**src/hdl/sper_pkg.sv**
```systemverilog
// Shared types and constants for the shortest-path edge relaxer.
// Used by every module of the block; no dependencies.
package sper_pkg;

  localparam int VERTEX_COUNT_DEF  = 1024;
  localparam int DISTANCE_BITS_DEF = 32;

  localparam int CMD_BITS       = 2;
  localparam int VERTEX_BITS    = 10;
  localparam int WEIGHT_BITS    = 16;
  localparam int COUNT_BITS     = 16;
  localparam int OUT_DIST_BITS  = 32;
  localparam int MAXD_BITS      = 32;
  localparam int CFG_INDEX_BITS = 2;
  localparam int CFG_DATA_BITS  = 32;
  // wide enough to compare a vertex index against any vertex count
  localparam int VCMP_BITS      = 21;

  localparam int QUEUE_DEPTH = 2;
  localparam int QPTR_BITS   = 1;
  localparam int QCNT_BITS   = 2;

  localparam logic [CFG_INDEX_BITS-1:0] CFG_LIMIT   = 2'd0;
  localparam logic [CFG_INDEX_BITS-1:0] CFG_SOURCE  = 2'd1;
  localparam logic [CFG_INDEX_BITS-1:0] CFG_UNIFORM = 2'd2;

  typedef enum logic [CMD_BITS-1:0] {
    CMD_INIT     = 2'd0,
    CMD_RELAX    = 2'd1,
    CMD_END_PASS = 2'd2,
    CMD_READ     = 2'd3
  } cmd_e;

  // classified item handed from the front end to the execution unit
  typedef struct packed {
    cmd_e                   cmd;
    logic [VERTEX_BITS-1:0] src;
    logic [VERTEX_BITS-1:0] tgt;
    logic [WEIGHT_BITS-1:0] weight;
    logic                   in_range;
  } op_t;

endpackage

```
**src/hdl/sper_queue.sv**
```systemverilog
// Short queue of classified items between front end and execution unit.
// Depends on sper_pkg.
module sper_queue (
  input  logic          clk_i,
  input  logic          rst_ni,
  input  logic          push_i,
  input  sper_pkg::op_t push_op_i,
  output logic          ready_o,
  input  logic          pop_i,
  output logic          valid_o,
  output sper_pkg::op_t op_o
);

  sper_pkg::op_t                   slots_q [sper_pkg::QUEUE_DEPTH];
  logic [sper_pkg::QPTR_BITS-1:0]  wr_q;
  logic [sper_pkg::QPTR_BITS-1:0]  rd_q;
  logic [sper_pkg::QCNT_BITS-1:0]  cnt_q;
  logic                            do_push;
  logic                            do_pop;

  assign ready_o = cnt_q != sper_pkg::QCNT_BITS'(sper_pkg::QUEUE_DEPTH);
  assign valid_o = cnt_q != '0;
  assign op_o    = slots_q[rd_q];
  assign do_push = push_i && ready_o;
  assign do_pop  = pop_i && valid_o;

  function automatic logic [sper_pkg::QPTR_BITS-1:0] next_ptr(
    input logic [sper_pkg::QPTR_BITS-1:0] p
  );
    return (p == sper_pkg::QPTR_BITS'(sper_pkg::QUEUE_DEPTH - 1)) ? '0 : p + 1'b1;
  endfunction

  always_ff @(posedge clk_i or negedge rst_ni) begin
    if (!rst_ni) begin
      wr_q  <= '0;
      rd_q  <= '0;
      cnt_q <= '0;
    end else begin
      if (do_push) wr_q <= next_ptr(wr_q);
      if (do_pop)  rd_q <= next_ptr(rd_q);
      if (do_push && !do_pop)      cnt_q <= cnt_q + 1'b1;
      else if (do_pop && !do_push) cnt_q <= cnt_q - 1'b1;
    end
  end

  always_ff @(posedge clk_i) begin
    if (do_push) slots_q[wr_q] <= push_op_i;
  end

endmodule

```
**config.mk**
```make
export PLATFORM = sky130hd
export DESIGN_NAME = sper_queue
export DESIGN_NICKNAME = d
export VERILOG_FILES = /design/src/hdl/sper_pkg.sv /design/src/hdl/sper_queue.sv
export SDC_FILE = /design/constraint.sdc
export NUM_CORES = 1
export LEC_CHECK = 0
export CORE_MARGIN = 2
export CORE_UTILIZATION = 60
export CTS_CLUSTER_DIAMETER = 80
export CTS_CLUSTER_SIZE = 12
export DETAILED_ROUTE_END_ITERATION = 10
export DONT_BUFFER_PORTS = 1
export GPL_ROUTABILITY_DRIVEN = 0
export HOLD_SLACK_MARGIN = 0.08
export PLACE_DENSITY = 0.75
export SYNTH_ARGS = -nofsm -noshare
export SYNTH_HDL_FRONTEND = slang
export SYNTH_SLANG_ARGS = --single-unit
```
**constraint.sdc**
```tcl
create_clock -name clk_i -period 5.5 [get_ports clk_i]
set_input_delay 1.1 -clock clk_i [delete_from_list [all_inputs] [get_ports clk_i]]
set_output_delay 1.1 -clock clk_i [all_outputs]
set_load 0.01 [all_outputs]
```
# == Word-level counts from Yosys, hierarchy flattened ==
# Memory sizes are Yosys's and may differ from the RTL's.
# Index checks and enable logic that the tools add are counted.
# word_totals
in_bits,43
mem_bits_ro,0
reg_bits,4
mem_count,1
latch_bits,0
ramBits,78
word_cells,23
# memory_table
memory,depth,word_bits,read_ports,rd_ports_with_merged_regs,write_ports,line_no,rtl
slots_q,2,39,1,0,1,sper_queue.sv:14,sper_pkg::op_t slots_q [sper_pkg::QUEUE_DEPTH];
# classes
div,0
bitwise_logic,0
magnitude_cmp,0
eq_ne,1
add_sub_neg,4
reduce_logical,8
shift,0
muxes,6
multipliers,0
# op_table
cell,count
logical AND 1 bit,4
2-to-1 mux 1 bit,4
2-to-1 mux 2 bit,2
nonzero test 2 bit,2
"adder 1 bit, second input constant",2
"adder 2 x 1 -> 2 bit, second input constant",1
zero test 1 bit,2
"inequality test 2 bit, second input constant",1
"subtractor 2 x 1 -> 2 bit, second input constant",1

# == Depth between registers and ports, before layout ==
# logic_depth
word_depth,6
mapped_depth,7

# == Worst setup path before layout ==
# No wires, ideal clock.
# synth_timing
kind,input to register
start,input push_i
end,"memory slots_q[0][0] in the netlist's numbering, enable pin"
slack_ns,2.233
cell_stages,2
arrival_ns,2.832
path_cell_list,nand2_1 > nor2_1
# synth_between
elab_chain_len,3
# synth_lines
item,line_no,rtl
start: declaration,sper_queue.sv:6,"input logic push_i,"
logical AND 1 bit,sper_queue.sv:24,assign do_push = push_i && ready_o;
2-to-1 mux 1 bit,sper_queue.sv:47,if (do_push) slots_q[wr_q] <= push_op_i;
2-to-1 mux 1 bit (not written as such),sper_queue.sv:47,
end: declaration,sper_queue.sv:14,
# No other way between the ends.

==> run summary <==
Max VDD drop: 0.2827 mV
PostCTS Resize Cnt: 0
Most frequent cells in the layout: 78 x edfxtp_1, 39 x mux2_2, 9 x clkbuf_8
Register area: 2444 um^2
Average cell area after synthesis: 21.82 um^2
Crit path largest cell delay: 0.93 ns
First-pass GRT wire length: 6.272 mm
#FFs+latches synth: 82
Unique masters post-synth: 14
Rows: 25
CTS clock-pin slew for the worst setup and hold paths: 0.07 ns
DR vias: 1206
Clock skew: 0.005305 ns
WHS: 0.4573 ns
Slowest CP cell: dfrtp_2
Initial DRT Pass Iterations: 4
Power Total: 1740 uW
Diode count: 0
Critical path capture point type: primary output
Area delta synth->final: 7.343%
CP top delay family: flip-flops
Yosys warning total: 0
Seq/Total Area, Yosys: 80.53%
Die Height: 75.10 um
Clock Latency Late Sink: 0.33 ns
Htree depth: 3
Initial Util: 63.37%
Initial antenna violation count: 0
Mapped Cells: 139
Die area: 5639 um^2
Core area: 4786 um^2
Setup violators final: 0
Placed insts: 202
Outcome: finished clean
Crit share post-route: 51.54%
CTS Buf Count: 9
Nets: 190
Hold buffers post-CTS: 0
Bufs and invs on worst path: 0
Critical path class: reg2out
Critical path cell sequence: mux2_2
Critical Path Start: rd_q
Fmax: 0.3528 GHz
Detail Route Antenna Nets: 0
Setup TNS Final: 0 ns
Max Cap Viol: 0
Input/output buffers: 0
Pleak: 0.001070 uW
Post-layout util: 68.03%
Hold Fails Final Rpt: 0
DR WL/cell: 20.07 um
Startpoint types: flip-flop
Multi-input gate area: 550.5 um^2
Largest net degree at the start of global routing: 41
CP Data Required Time: 4.40 ns
Commonest non-fill, non-tap cell in the layout: edfxtp_1
Max Fanout on Critical Path: 40
Total GRT Usage: 16.35%
Io pins: 84
Clock Sinks: 82
P per Cell Area: 534.4 nW/um^2
RSZ-0062 raised after global routing: no
Clk root buf: clkbuf_8
Clock tree buffer depth: 2
Die width: 75.10 um
Initial DRC Count: 69
Worst slew pin tran: 1.101 ns
Final WL: 4.355 mm
Critical path arrival: 1.73 ns
Number of global-route vias before repair: 1315
Worst r2r src: cnt_q[0]
Post-CTS Setup Bufs: 0
Crit path time final: 2.834 ns
Hold Crit Class: in2async
Post-route DRC violation count: 0
Slew Limit Fails: 0
Syn_nets: 183
Vias per cell: 5.558
Total grt overflow: 0
Syn Std Cell Area: 3033 um^2
Finished Layout Cells: 217
Fillers: 329
Slew margin rel.: 26.43%
Proportion of layout cells with a drive suffix above 1: 37.33%
CTS tree: built
## report_power, final
part           internal [uW]  switching (uW)  leakage, uW  total [uW]
Combinational            179             220     0.000211         400
Clock                    202             182    0.0000886         384
Sequential               859            97.2     0.000770         956
## per-stage QoR
stage               setup slack [ns]  instance area, um^2
finish                         2.666                 3256
global route                   2.556                 3256
CTS                            2.625                 3256
detailed placement             2.995                 3082
global placement               3.050                 3082
floorplan                      2.233                 3033
## cells by family after synthesis
kind of cell | after synthesis | synth area share [%]
xor gates and xnor gates | 5 | 1.444
adders and majority gates | 1 | 0.4125
buffers and inverters | 5 | 1.609
DFF | 82 | 80.53
muxes | 39 | 14.48
and+or+nand+nor | 7 | 1.527
## cells in the mapped netlist (all sizes together)
cell | instances | area [um^2]
nand2 | 2 | 10.01
dfrtp | 4 | 100.1
xnor2 | 3 | 26.28
xor2 | 2 | 17.52
mux2 | 39 | 439.2
buf | 4 | 45.04
nand2b | 1 | 13.76
edfxtp | 78 | 2342
ha | 1 | 12.51
nor2 | 2 | 7.510
or2 | 1 | 8.760
inv | 1 | 3.750
and3 | 1 | 6.260
## layout make-up
type / count / area share [%]
sequential: 82 / 75.06
tap: 67 / 2.575
clock inverter: 5 / 1.422
inverter: 1 / 0.1153
multi-input combinational: 52 / 16.91
clock buffer: 10 / 3.920
## sequential cells by signal (all words and copies together), names as in the netlist
name,count
slots_q,78
wr_q,1
rd_q,1
cnt_q,2
## metal layers
| metal | vias up | global-route usage (%) | part of all wire, % | routed length [um] |
|---|---|---|---|---|
| met4 | 0 | 9.524 | 2.4 | 104 |
| met5 | - | 0 | 0 | 0 |
| met3 | 12 | 8.701 | 12 | 533 |
| met2 | 62 | 27.10 | 51 | 2200 |
| li1 | 550 | - | - | - |
| met1 | 582 | 16.26 | 35 | 1516 |
## final timing paths
check | endpoint | slack, ns | cells after the start
max | op_o[31] | 2.67 | 1
min | wr_q | 0.46 | 0
max reg2reg | slots_q[0][26] | 3.51 | 3
min reg2reg | wr_q | 0.55 | 1
max in group asynchronous | rd_q | 4.97 | 0
min in group clk_i | wr_q | 0.55 | 1
Note: power is estimated with default switching activity, not from simulation.
