<file path="config.mk">
export PLATFORM = sky130hd
export DESIGN_NAME = sper_front
export DESIGN_NICKNAME = d
export VERILOG_FILES = /design/src/hdl/sper_pkg.sv /design/src/hdl/sper_front.sv
export SDC_FILE = /design/constraint.sdc
export NUM_CORES = 1
export LEC_CHECK = 0
export BUFFER_PORTS_ARGS = -buffer_cell sky130_fd_sc_hd__buf_2
export CAP_MARGIN = 30
export CORE_MARGIN = 5
export CORE_UTILIZATION = 45
export DETAILED_ROUTE_END_ITERATION = 8
export HOLD_SLACK_MARGIN = 0.05
export PLACE_DENSITY = 0.88
export SYNTH_ARGS = -nofsm -noshare
export SYNTH_HDL_FRONTEND = slang
export SYNTH_SLANG_ARGS = --single-unit
</file>
<file path="constraint.sdc">
create_clock -name clk_i -period 2.1 [get_ports clk_i]
set_input_delay 0.315 -clock clk_i [delete_from_list [all_inputs] [get_ports clk_i]]
set_output_delay 0.315 -clock clk_i [all_outputs]
set_load 0.005 [all_outputs]
</file>
<file path="src/hdl/sper_pkg.sv">
// Shared types and constants for the shortest-path edge relaxer.
// Used by every module of the block; no dependencies.
package sper_pkg;

  localparam int VERTEX_COUNT_DEF  = 1024;
  localparam int DISTANCE_BITS_DEF = 32;

  localparam int CMD_BITS       = 2;
  localparam int VERTEX_BITS    = 10;
  localparam int WEIGHT_BITS    = 16;
  localparam int COUNT_BITS     = 16;
  localparam int OUT_DIST_BITS  = 32;
  localparam int MAXD_BITS      = 32;
  localparam int CFG_INDEX_BITS = 2;
  localparam int CFG_DATA_BITS  = 32;
  // wide enough to compare a vertex index against any vertex count
  localparam int VCMP_BITS      = 21;

  localparam int QUEUE_DEPTH = 2;
  localparam int QPTR_BITS   = 1;
  localparam int QCNT_BITS   = 2;

  localparam logic [CFG_INDEX_BITS-1:0] CFG_LIMIT   = 2'd0;
  localparam logic [CFG_INDEX_BITS-1:0] CFG_SOURCE  = 2'd1;
  localparam logic [CFG_INDEX_BITS-1:0] CFG_UNIFORM = 2'd2;

  typedef enum logic [CMD_BITS-1:0] {
    CMD_INIT     = 2'd0,
    CMD_RELAX    = 2'd1,
    CMD_END_PASS = 2'd2,
    CMD_READ     = 2'd3
  } cmd_e;

  // classified item handed from the front end to the execution unit
  typedef struct packed {
    cmd_e                   cmd;
    logic [VERTEX_BITS-1:0] src;
    logic [VERTEX_BITS-1:0] tgt;
    logic [WEIGHT_BITS-1:0] weight;
    logic                   in_range;
  } op_t;

endpackage

</file>
<file path="src/hdl/sper_front.sv">
// Front end: configuration registers, item classification and distance cap.
// Depends on sper_pkg.
module sper_front #(
  parameter int VERTEX_COUNT  = sper_pkg::VERTEX_COUNT_DEF,
  parameter int DISTANCE_BITS = sper_pkg::DISTANCE_BITS_DEF
) (
  input  logic                                 clk_i,
  input  logic                                 rst_ni,
  input  logic                                 cfg_valid_i,
  output logic                                 cfg_ready_o,
  input  logic [sper_pkg::CFG_INDEX_BITS-1:0]  cfg_index_i,
  input  logic [sper_pkg::CFG_DATA_BITS-1:0]   cfg_data_i,
  input  logic                                 in_valid_i,
  output logic                                 in_ready_o,
  input  logic [sper_pkg::CMD_BITS-1:0]        command_i,
  input  logic [sper_pkg::VERTEX_BITS-1:0]     edge_source_i,
  input  logic [sper_pkg::VERTEX_BITS-1:0]     edge_target_i,
  input  logic [sper_pkg::WEIGHT_BITS-1:0]     edge_weight_i,
  input  logic                                 q_ready_i,
  output logic                                 q_push_o,
  output sper_pkg::op_t                        q_op_o,
  output logic [DISTANCE_BITS-1:0]             cap_o,
  output logic [sper_pkg::VERTEX_BITS-1:0]     source_o
);

  localparam int CW = ((DISTANCE_BITS > sper_pkg::MAXD_BITS) ? DISTANCE_BITS
                       : sper_pkg::MAXD_BITS) + 1;

  logic [sper_pkg::MAXD_BITS-1:0]   limit_q;
  logic [sper_pkg::VERTEX_BITS-1:0] source_q;
  logic                             uniform_q;
  logic [DISTANCE_BITS-1:0]         cap_q;
  logic [CW-1:0]                    max_w;
  logic [CW-1:0]                    mask_w;
  logic [DISTANCE_BITS-1:0]         cap_d;
  logic                             src_ok;
  logic                             tgt_ok;
  sper_pkg::cmd_e                   cmd;

  assign cfg_ready_o = 1'b1;

  always_ff @(posedge clk_i or negedge rst_ni) begin
    if (!rst_ni) begin
      limit_q   <= '1;
      source_q  <= '0;
      uniform_q <= 1'b1;
    end else if (cfg_valid_i) begin
      unique case (cfg_index_i)
        sper_pkg::CFG_LIMIT:   limit_q   <= cfg_data_i;
        sper_pkg::CFG_SOURCE:  source_q  <= cfg_data_i[sper_pkg::VERTEX_BITS-1:0];
        sper_pkg::CFG_UNIFORM: uniform_q <= cfg_data_i[0];
        default: ;
      endcase
    end
  end

  // cap = min(configured limit, all ones of the table width)
  assign max_w  = CW'(limit_q);
  assign mask_w = CW'({DISTANCE_BITS{1'b1}});
  assign cap_d  = DISTANCE_BITS'((max_w < mask_w) ? max_w : mask_w);

  always_ff @(posedge clk_i) begin
    cap_q <= cap_d;
  end

  assign cap_o    = cap_q;
  assign source_o = source_q;

  assign cmd    = sper_pkg::cmd_e'(command_i);
  assign src_ok = sper_pkg::VCMP_BITS'(edge_source_i) < sper_pkg::VCMP_BITS'(VERTEX_COUNT);
  assign tgt_ok = sper_pkg::VCMP_BITS'(edge_target_i) < sper_pkg::VCMP_BITS'(VERTEX_COUNT);

  always_comb begin
    q_op_o.cmd      = cmd;
    q_op_o.src      = edge_source_i;
    q_op_o.tgt      = edge_target_i;
    q_op_o.weight   = uniform_q ? sper_pkg::WEIGHT_BITS'(1) : edge_weight_i;
    q_op_o.in_range = (cmd == sper_pkg::CMD_READ) ? src_ok : (src_ok && tgt_ok);
  end

  assign in_ready_o = q_ready_i;
  assign q_push_o   = in_valid_i && q_ready_i;

endmodule

</file>
Yosys cells after proc, flatten, opt, wreduce, memory -nomap -nowiden --
Cells that the tools add are included.
Word-level totals: register bits 75, word-level logic and storage cells 13
Operators by class: magnitude comparators 1, equal/unequal tests 2, mux-type cells 1, reduce and logical (&&, ||, !) cells 5
Operator list (number):
- 32-bit < comparator (second input constant) | 1
- 16-bit 2-to-1 mux | 1
- 2-bit AND reduction | 3
- 2-bit by 1-bit equality test with 1-bit output (second input constant) | 1
- 2-bit equality test (second input constant) | 1
- 2-bit zero test | 1
- 1-bit logical AND | 1

Logic depth before layout (Yosys ltp) --
depth in word-level cells 2, depth in mapped cells 3, depth with buffers taken out 2

Least setup slack after synthesis --
Ideal clock, no wire load.
path kind register to output, start register uniform_q, end output q_op_o[1] (netlist bit), path slack 798 ps, buffers on the path 1, cell stages (with the launch flop) 3, arrival time 987 ps, path through dfstp_2 clkbuf_1 or2_2
RTL lines:
- from (decl) | line sper_front.sv:31 | logic uniform_q;
- from (signal assigned) | line sper_front.sv:51 | sper_pkg::CFG_UNIFORM: uniform_q <= cfg_data_i[0];
- to (decl) | line sper_front.sv:21 | output sper_pkg::op_t q_op_o,

==> results.cfg <==
[status]
status = finished, final reports clean

[placed_design]
gp_congestion = 0.765
io_buffers = 114
hpwl_mm = 3.80
place_ws_ns = 0.535

[synthesis]
yosysWarningCount = 0
synthDistinctLibCells = 15
synthCells = 201
netlist_area_sq_um = 2740
ys_seq_elements = 75
ys_seq_area_share_pct = 64.2
avgSynthCellArea_sq_um = 13.6

[power_and_ir_drop]
p_clk_share_pct = 33.7
p_seq_share_pct = 52.7
irDropWorstVdd_uv = 593
intPower_w = 0.00283
combPwrFrac_pct = 13.7
p_switching_w = 0.000801
p_per_area_nw_per_um2 = 1100
swShare_pct = 22.0
power.leakage_nw = 1.54

[clock_tree]
cts_resized = 0
path_clk_slew_ns = 0.07
cts.sinks = 75
clock_latency_ns = 0.34
cts.root.buffer_cell = clkbuf_8
clk_path_buf_depth = 2
tritoncts = yes
numCtsBuffers = 9
htree_levels = 3
post_cts_buffers = 0
ctsHoldBuffers = 0

[sta]
relSlewSlack_pct = 61.9
setup_ws_ns = 0.498
rsz0062_at_grt = false
setup_tns_ns = 0
finClkSkew_ns = 0.00645
worstMarginPinSlew_ns = 0.570
hold_viol_final = 0
maxSlewViolCount = 0
max_freq_ghz = 0.624
fin_crit_ns = 1.60
period_share_pct = 76.3
finalSetupViolations = 0

[floorplanning]
io_pins = 161
die-area_sq_um = 7740
design.core.area_sq_um = 5920
dieHeight_um = 88.0
dieWidth_um = 88.0
start_util_pct = 46.2
num_rows = 28

[grt]
first_global_vias = 1641
grt_pass1_wl_mm = 7.89
antenna_found_initial = 0
grt_max_degree = 33
grt_overflow_total = 0
grtUsageTotal_pct = 13.9

[setup_path]
cp.arrival_ns = 1.29
cp-start-kind = flop
slowest_stage = dfstp_2
crit_path_cell_trace = or2_2, buf_2
critPathMaxStageDelay_ns = 0.69
crit_fanout = 17
crit_required_ns = 1.78
end_kind = primary output
critPathKind = reg -> out

[detailed_routing]
route.top_layer_used = met4
via_count = 1547
route.met3.wl_um = 525
drtPass1Iterations = 2
wl_met1_mm = 1.93
drcViolationCount = 0
drt_iter0_markers = 34
final_antenna_net_count = 0
routed-wl-met2_mm = 2.54
wl_per_cell_um = 14.6
viasPerCell = 4.46
drt_wl_total_mm = 5.06

[worst_hold_path]
hp-class = in -> reg

[cells_and_area]
antenna_cells = 0
syn_to_final_growth_pct = 20.5
drive_gt1_share_pct = 76.1
final_common_cell = buf_2
nFillCells = 479
mostFrequentLayoutCells = buf_2 (114), mux2_2 (41), dfstp_2 (33), dfxtp_1 (32), nor2b_1 (15)
fin_nets = 344

[run]
cap_violations = 0
cell families (layout without fill, tap and decap cells):
logic type             after synthesis  in the layout  share of synthesized area [%]
buffers and inverters               62            132                           12.8
other                                1              2                          0.137
muxes                               43             43                           17.7
DFF                                 75             75                           64.2
and+or+nand+nor                     20             20                           5.12
path summary, 6_finish.rpt:
| path | startpoint | to | slack (ns) | depth (start not counted) |
|---|---|---|---|---|
| min | cfg_data_i[31] | limit_q[31] | 0.19 | 2 |
| max in group asynchronous | rst_ni | limit_q[6] | 1.43 | 2 |
| max | uniform_q | q_op_o[1] | 0.50 | 2 |
| min in group asynchronous | rst_ni | limit_q[30] | 0.27 | 1 |
| min reg2reg | limit_q[10] | cap_o[10] | 0.40 | 0 |
| max reg2reg | uniform_q | uniform_q | 1.15 | 1 |
cells in the mapped netlist, drive strengths merged:
library cell  number  area share [%]
dfrtp             10             9.1
conb               1            0.14
buf               29             8.3
or2                1            0.23
and2               1            0.23
dfstp             33              32
nor3b              1            0.69
nor2b             15             3.4
clkbuf            33             4.5
nand3b             2            0.55
dfxtp             32              23
mux2              43              18
through the flow:
stage	std cells	total power (W)	util [%]	instance area [sq um]	hold slack, ns
after floorplan	202	0.00224	-	2740	0.0194
after global routing	347	0.00384	55.7	3300	0.162
final	347	0.00363	55.7	3300	0.192
after CTS	347	0.00369	55.7	3300	0.176
after global placement	331	0.00242	51.8	3070	0.394
after detailed placement	331	0.00245	51.8	3070	0.397
cell type report:
class | instances | area [sq um] | share of cell area [%]
Clock buffer | 12 | 155 | 4.71
Clock inverter | 4 | 72.6 | 2.20
Multi-Input combinational cell | 65 | 632 | 19.2
Timing Repair Buffer | 116 | 586 | 17.8
Tap cell | 75 | 93.8 | 2.85
Sequential cell | 75 | 1760 | 53.3
routing by layer:
layer	GRT usage, %	up-vias
met3	7.43	7
li1	-	727
met4	5.72	0
met1	15.0	744
met5	0	-
met2	22.7	69
flip-flops by register name, indices dropped and copies added (netlist names):
signal     count
limit_q       32
source_o      10
uniform_q      1
cap_o         32
worst max-delay path: cells and delay by family, from the launching register on:
family,cells,cell delay (ns)
flip-flops,1,0.69
AND/OR/NAND/NOR,1,0.16
buffers and inverters,1,0.10
power groups by stage:
stage | sequential, W | combinational [W] | clock [W]
after floorplan | 0.00194 | 0.000303 | 0
after global placement | 0.00192 | 0.000493 | 0
after detailed placement | 0.00195 | 0.000508 | 0
after CTS | 0.00192 | 0.000509 | 0.00126
after global routing | 0.00195 | 0.000550 | 0.00133
final | 0.00191 | 0.000496 | 0.00122
Power figures use the tool's default switching activity.
